===== config.mk =====
export PLATFORM = sky130hd
export DESIGN_NAME = nrch_ctrl
export DESIGN_NICKNAME = d
export VERILOG_FILES = /design/src/sv/nrch_pkg.sv /design/src/sv/nrch_ctrl.sv
export SDC_FILE = /design/constraint.sdc
export NUM_CORES = 1
export LEC_CHECK = 0
export BUFFER_PORTS_ARGS = -buffer_cell sky130_fd_sc_hd__buf_4
export CAP_MARGIN = 20
export CORE_MARGIN = 1
export CORE_UTILIZATION = 51
export DETAILED_ROUTE_END_ITERATION = 8
export PLACE_DENSITY = 0.73
export RECOVER_POWER = 100
export REMOVE_ABC_BUFFERS = 1
export SYNTH_ARGS = -nofsm -noshare
export SYNTH_HDL_FRONTEND = slang
export SYNTH_SLANG_ARGS = --single-unit

===== constraint.sdc =====
create_clock -name clk -period 1.7 [get_ports clk]
set_input_delay 0.17 -clock clk [delete_from_list [all_inputs] [get_ports clk]]
set_output_delay 0.17 -clock clk [all_outputs]
set_load 0.005 [all_outputs]

===== src/sv/nrch_pkg.sv =====
// shared types and constants for the nearest ray circle hit unit
package nrch_pkg;

	localparam int COORD_BITS = 16;

	typedef struct packed {
		logic signed [15:0] center_x;
		logic signed [15:0] center_y;
		logic [5:0]         circle_index;
		logic               circle_active;
		logic               last_circle;
	} in_beat_t;

	typedef struct packed {
		logic               hit_found;
		logic signed [15:0] ghost_x;
		logic signed [15:0] ghost_y;
		logic signed [15:0] target_x;
		logic signed [15:0] target_y;
		logic signed [15:0] normal_x;
		logic signed [15:0] normal_y;
		logic [15:0]        hit_distance;
		logic               deflect_shown;
	} out_beat_t;

	localparam logic [2:0] REG_ORIGIN_X = 3'd0;
	localparam logic [2:0] REG_ORIGIN_Y = 3'd1;
	localparam logic [2:0] REG_DIR_X    = 3'd2;
	localparam logic [2:0] REG_DIR_Y    = 3'd3;
	localparam logic [2:0] REG_RADIUS   = 3'd4;
	localparam logic [2:0] REG_ORIG_IDX = 3'd5;

	localparam logic [16:0] BEST_NONE = 17'h1FFFF;
	localparam logic [16:0] T_MAX     = 17'h1FFFE;
	localparam int          CROSS_EPS = 2684;

	// datapath step commands
	localparam logic [3:0] OP_NONE   = 4'd0;
	localparam logic [3:0] OP_LOAD   = 4'd1;
	localparam logic [3:0] OP_DOT    = 4'd2;
	localparam logic [3:0] OP_DISC   = 4'd3;
	localparam logic [3:0] OP_SQRT   = 4'd4;
	localparam logic [3:0] OP_ROOT   = 4'd5;
	localparam logic [3:0] OP_GHOST  = 4'd6;
	localparam logic [3:0] OP_FWD    = 4'd7;
	localparam logic [3:0] OP_KEEP   = 4'd8;
	localparam logic [3:0] OP_NORM   = 4'd9;
	localparam logic [3:0] OP_DIV    = 4'd10;
	localparam logic [3:0] OP_CROSS  = 4'd11;
	localparam logic [3:0] OP_EMIT   = 4'd12;
	localparam logic [3:0] OP_DOT2   = 4'd13;
	localparam logic [3:0] OP_DISC2  = 4'd14;

	typedef struct packed {
		logic [3:0] op;
	} cmd_t;

	typedef struct packed {
		logic test;      // circle takes part
		logic no_root;   // negative discriminant or no forward root
		logic not_better;
		logic sqrt_done;
		logic div_done;
		logic have_hit;
	} stat_t;

endpackage


===== src/sv/nrch_ctrl.sv =====
// controller state machine sequencing one beat through the datapath
module nrch_ctrl (
	input  logic            clk,
	input  logic            arst_n,
	input  logic            in_valid,
	output logic            in_ready,
	input  logic            in_last,
	output logic            out_valid,
	input  logic            out_ready,
	input  nrch_pkg::stat_t stat,
	output nrch_pkg::cmd_t  cmd
);
	import nrch_pkg::*;

	localparam logic [3:0] S_IDLE = 4'd0, S_DOT = 4'd1, S_DOT2 = 4'd2, S_DISC = 4'd3,
		S_DISC2 = 4'd4, S_SQRT = 4'd5, S_SQW = 4'd6, S_ROOT = 4'd7, S_GHOST = 4'd8,
		S_FWD = 4'd9, S_KEEP = 4'd10, S_FIN = 4'd11, S_DIVX = 4'd12, S_DIVY = 4'd13,
		S_CROSS = 4'd14, S_EMIT = 4'd15;

	logic [3:0] state_q;
	logic       last_q, ovalid_q;
	logic       emit_go;

	assign in_ready  = (state_q == S_IDLE);
	assign out_valid = ovalid_q;
	// result register is free or its beat leaves at this edge
	assign emit_go   = (state_q == S_EMIT) && (!ovalid_q || out_ready);

	always_comb begin
		cmd.op = OP_NONE;
		unique case (state_q)
			S_IDLE:  cmd.op = (in_valid && in_ready) ? OP_LOAD : OP_NONE;
			S_DOT:   cmd.op = OP_DOT;
			S_DOT2:  cmd.op = OP_DOT2;
			S_DISC:  cmd.op = OP_DISC;
			S_DISC2: cmd.op = OP_DISC2;
			S_SQRT:  cmd.op = OP_SQRT;
			S_ROOT:  cmd.op = stat.no_root ? OP_NONE : OP_ROOT;
			S_GHOST: cmd.op = OP_GHOST;
			S_FWD:   cmd.op = OP_FWD;
			S_KEEP:  cmd.op = stat.not_better ? OP_NONE : OP_KEEP;
			S_FIN:   cmd.op = stat.have_hit ? OP_NORM : OP_NONE;
			S_DIVY:  cmd.op = stat.div_done ? OP_DIV : OP_NONE;
			S_CROSS: cmd.op = stat.div_done ? OP_CROSS : OP_NONE;
			S_EMIT:  cmd.op = emit_go ? OP_EMIT : OP_NONE;
			default: cmd.op = OP_NONE;
		endcase
	end

	always_ff @(posedge clk or negedge arst_n) begin
		if (!arst_n) begin
			state_q  <= S_IDLE;
			last_q   <= 1'b0;
			ovalid_q <= 1'b0;
		end else begin
			if (emit_go) ovalid_q <= 1'b1;
			else if (out_ready) ovalid_q <= 1'b0;
			unique case (state_q)
				S_IDLE: if (in_valid && in_ready) begin
					last_q  <= in_last;
					state_q <= stat.test ? S_DOT : (in_last ? S_FIN : S_IDLE);
				end
				S_DOT:   state_q <= S_DOT2;
				S_DOT2:  state_q <= S_DISC;
				S_DISC:  state_q <= S_DISC2;
				S_DISC2: state_q <= S_SQRT;
				S_SQRT:  state_q <= S_SQW;
				S_SQW:   if (stat.sqrt_done) state_q <= S_ROOT;
				S_ROOT:  state_q <= stat.no_root ? (last_q ? S_FIN : S_IDLE) : S_GHOST;
				S_GHOST: state_q <= S_FWD;
				S_FWD:   state_q <= S_KEEP;
				S_KEEP:  state_q <= last_q ? S_FIN : S_IDLE;
				S_FIN:   state_q <= stat.have_hit ? S_DIVX : S_EMIT;
				S_DIVX:  state_q <= S_DIVY;
				S_DIVY:  if (stat.div_done) state_q <= S_CROSS;
				S_CROSS: if (stat.div_done) state_q <= S_EMIT;
				S_EMIT:  if (emit_go) state_q <= S_IDLE;
				default: state_q <= S_IDLE;
			endcase
		end
	end
endmodule

==> summary.txt <==
status = finished with violations
failing checks = setup timing
Setup WS pre-CTS = -1.69 ps
CTS tree = done
final setup fails = 3
HP Class = in -> reg
Post-DP HPWL = 1470 um
core area = 1190 sq um
Antenna Nets Post-Route = 0
first-pass GRT wire length = 3390 um
IO buf count = 16
Lkg Pwr = 0.449 nW
DR pass1 iterations = 4
Slew @ Worst Pin = 340 ps
worst skew pair latency = 250 ps
largest net degree at the start of global routing = 14
fin crit period = 1730 ps
grt ovf = 0
max cap viols = 0
Final period util = 102%
FILL cells = 61
Vert. Die Dim = 39.0 um
synth unique cells = 43
Setup CP Type = reg -> out
Final Max Slew Viols = 0
Diodes inserted = 0
routed length per instance = 16.5 um
Area Overhead vs Synth = 47.2%
DRT iter0 DRCs = 37
initial core utilization = 59.0%
Crit path arrival time = 1560 ps
post-synthesis cell area = 699 sq um
sequential area share after synthesis = 21.5%
Crit-path slowest cell = dfrtp_2
flops & latches, synth = 6
sequence of cells on the critical path = buf_6 -> or2_1 -> o221a_2 -> o21ai_2 -> buf_4
Total Routing Usage GR = 33.5%
Hold Vio Cnt, Final = 0
worst rel slew slack = 77.3%
num rows = 12
crit start category = register
Yosys warnings = 0
worst reg2reg path depth = 5
vias per cell = 6.39
PwrDens = 2100 nW/um^2
Fin Clk Skew = 3.93 ps
chip width = 39.0 um
total power = 2.16 mW
maximum clock insertion buffer count = 2
vias = 843
Clock Pin Slew Worst Setup and Hold Paths = 40 ps
initial antenna violation count = 0
worst vdd ir = 1.44 mV
Setup WS post-layout = -28.7 ps
num ports = 17
Mapped Avg Cell Area = 8.33 sq um
RSZ-0062 raised after global routing = yes
Worst Path Max Fanout = 5
vias in the first global route = 750
NumNets Final = 131
Max Clock Freq = 0.578 GHz
GR Layer Usage met2 = 53.3%
wirelength, routed = 2180 um
CP Data Required Time = 1530 ps
hold depth = 2
Die Area = 1520 sq um
Num CTS Buffers = 3
Num Clock Sinks = 6
slowest stage delay, CP = 440 ps
met3 usage = 8.67%
busiest layer in global routing = met2
Post-Syn Instances = 84
H-tree levels = 1
GPL Wtd Cong = 0.778
met1 GRT Util = 38.8%
Crit. End Element = output pin
drt drc = 0
share of layout cells above drive strength 1 = 49.2%
Root Buffer = clkbuf_4
==> flip-flops by register name (all words and copies together) (netlist names) <==
register / cells
last_q: 1
out_valid: 1
state_q: 4
==> where the power goes <==
group          switching [mW]  total (mW)  internal, mW  leakage (nW)
Clock                  0.0536       0.134        0.0800        0.0138
Sequential              0.135       0.364         0.229        0.0683
Combinational           0.736        1.66         0.924         0.366
==> routing by layer <==
metal	wire length [um]	share of wire (%)	vias to the layer above
met5	0	0	-
met4	53	2.4	0
met3	157	7.2	9
met2	1110	51	54
met1	866	40	394
li1	-	-	386
==> cells by family (layout without fill, tap and decap cells) <==
group	count (synthesis)	after routing	synth area share (%)
xor+xnor	1	1	1.25
buf+inv	10	44	8.94
compound gates	26	26	29.2
flops	6	6	21.5
mux	3	3	5.90
simple gates	38	38	33.3
==> repair_timing <==
item                                   CTS  global route
pin swaps                                6             4
endpoints found under the hold margin    6             0
resized for setup                       10             8
setup buffers                            7             4
gates cloned                             0             0
hold buffers                             1             0
setup endpoints to repair                5            10
==> layout by cell type, fill, tap and decap left out, types with 2 or more instances in the layout <==
cell / netlist / final
a211oi_1: 2 / 2
a21oi_1: 5 / 5
buf_4: 2 / 31
buf_6: 2 / 5
clkbuf_4: 0 / 4
dfrtp_1: 6 / 2
dfrtp_2: 0 / 4
inv_1: 2 / 2
mux2_4: 2 / 2
nand2_1: 9 / 8
nand2b_1: 4 / 4
nor2_1: 5 / 4
nor2b_1: 2 / 2
nor3_1: 2 / 2
o211ai_1: 2 / 2
o21ai_0: 5 / 3
o21ai_1: 1 / 2
o22ai_1: 2 / 2
or3b_1: 3 / 3
==> per-stage QoR <==
| step | instances | utilization [%] | hold slack (ps) | TNS, ps | cell area (sq um) |
|---|---|---|---|---|---|
| 6_report | 132 | 86.8 | 171 | -39.6 | 1030 |
| 5_1_grt | 132 | 86.8 | 176 | -222 | 1030 |
| 4_1_cts | 129 | 84.0 | 162 | -82.2 | 996 |
| 3_5_place_dp | 118 | 74.6 | -16.1 | -1.69 | 885 |
| 3_3_place_gp | 118 | 74.6 | -21.0 | 0 | 885 |
| 2_1_floorplan | 76 | - | -126 | -173 | 644 |
==> cell type report <==
type / instances / area (sq um) / area share [%]
inverters: 2 / 7.51 / 0.729
clock buffers: 3 / 22.5 / 2.19
multi-input cells: 68 / 517 / 50.2
flip-flops and latches: 6 / 155 / 15.1
well taps: 14 / 17.5 / 1.70
repair buffers: 39 / 310 / 30.1
==> critical path, delay by kind of cell (launching register included) <==
kind,cells,cell delay (ps)
simple gates,1,230
compound gates,2,390
flops,1,440
buf+inv,2,260
==> path summary, 6_finish.rpt <==
path                            startpoint          to  slack (ps)
worst max-delay path            state_q[3]      cmd[2]         -30
worst min-delay path               in_last      last_q         170
worst max register to register  state_q[2]  state_q[1]         -10
worst min register to register      last_q      last_q         580
max in group asynchronous           arst_n  state_q[1]        1090
min in group asynchronous           arst_n   out_valid         330
==> synthesized netlist by cell type <==
master | n | area [sq um]
o21ai_0 | 5 | 25.0
clkbuf_1 | 2 | 7.51
a311oi_2 | 1 | 15.0
or2_1 | 1 | 6.26
mux2_4 | 2 | 30.0
buf_2 | 2 | 10.0
o221a_2 | 1 | 11.3
and2b_4 | 1 | 10.0
xor2_1 | 1 | 8.76
a211oi_1 | 2 | 15.0
a21oi_1 | 5 | 25.0
nand2b_1 | 4 | 25.0
o21ai_1 | 1 | 5.00
a31oi_4 | 1 | 21.3
or4bb_1 | 1 | 11.3
nor3b_1 | 1 | 7.51
a2bb2oi_1 | 1 | 8.76
nor2_1 | 5 | 18.8
or3_1 | 1 | 6.26
and3_1 | 1 | 6.26
o32a_1 | 1 | 10.0
buf_4 | 2 | 15.0
nand4b_1 | 1 | 8.76
a41oi_1 | 1 | 8.76
inv_1 | 2 | 7.51
nor4_2 | 1 | 12.5
or4_1 | 1 | 7.51
nand3_1 | 1 | 5.00
a221oi_1 | 1 | 8.76
dfrtp_1 | 6 | 150
nand3b_1 | 1 | 7.51
o22ai_1 | 2 | 12.5
o21a_1 | 1 | 7.51
and4_1 | 1 | 8.76
o211ai_1 | 2 | 15.0
buf_6 | 2 | 22.5
and3b_1 | 1 | 8.76
or3b_1 | 3 | 26.3
nor2b_1 | 2 | 12.5
mux2_1 | 1 | 11.3
nand2_1 | 9 | 33.8
nor3_1 | 2 | 10.0
o221ai_2 | 1 | 15.0
No activity file was read; power rests on OpenSTA's default activity.
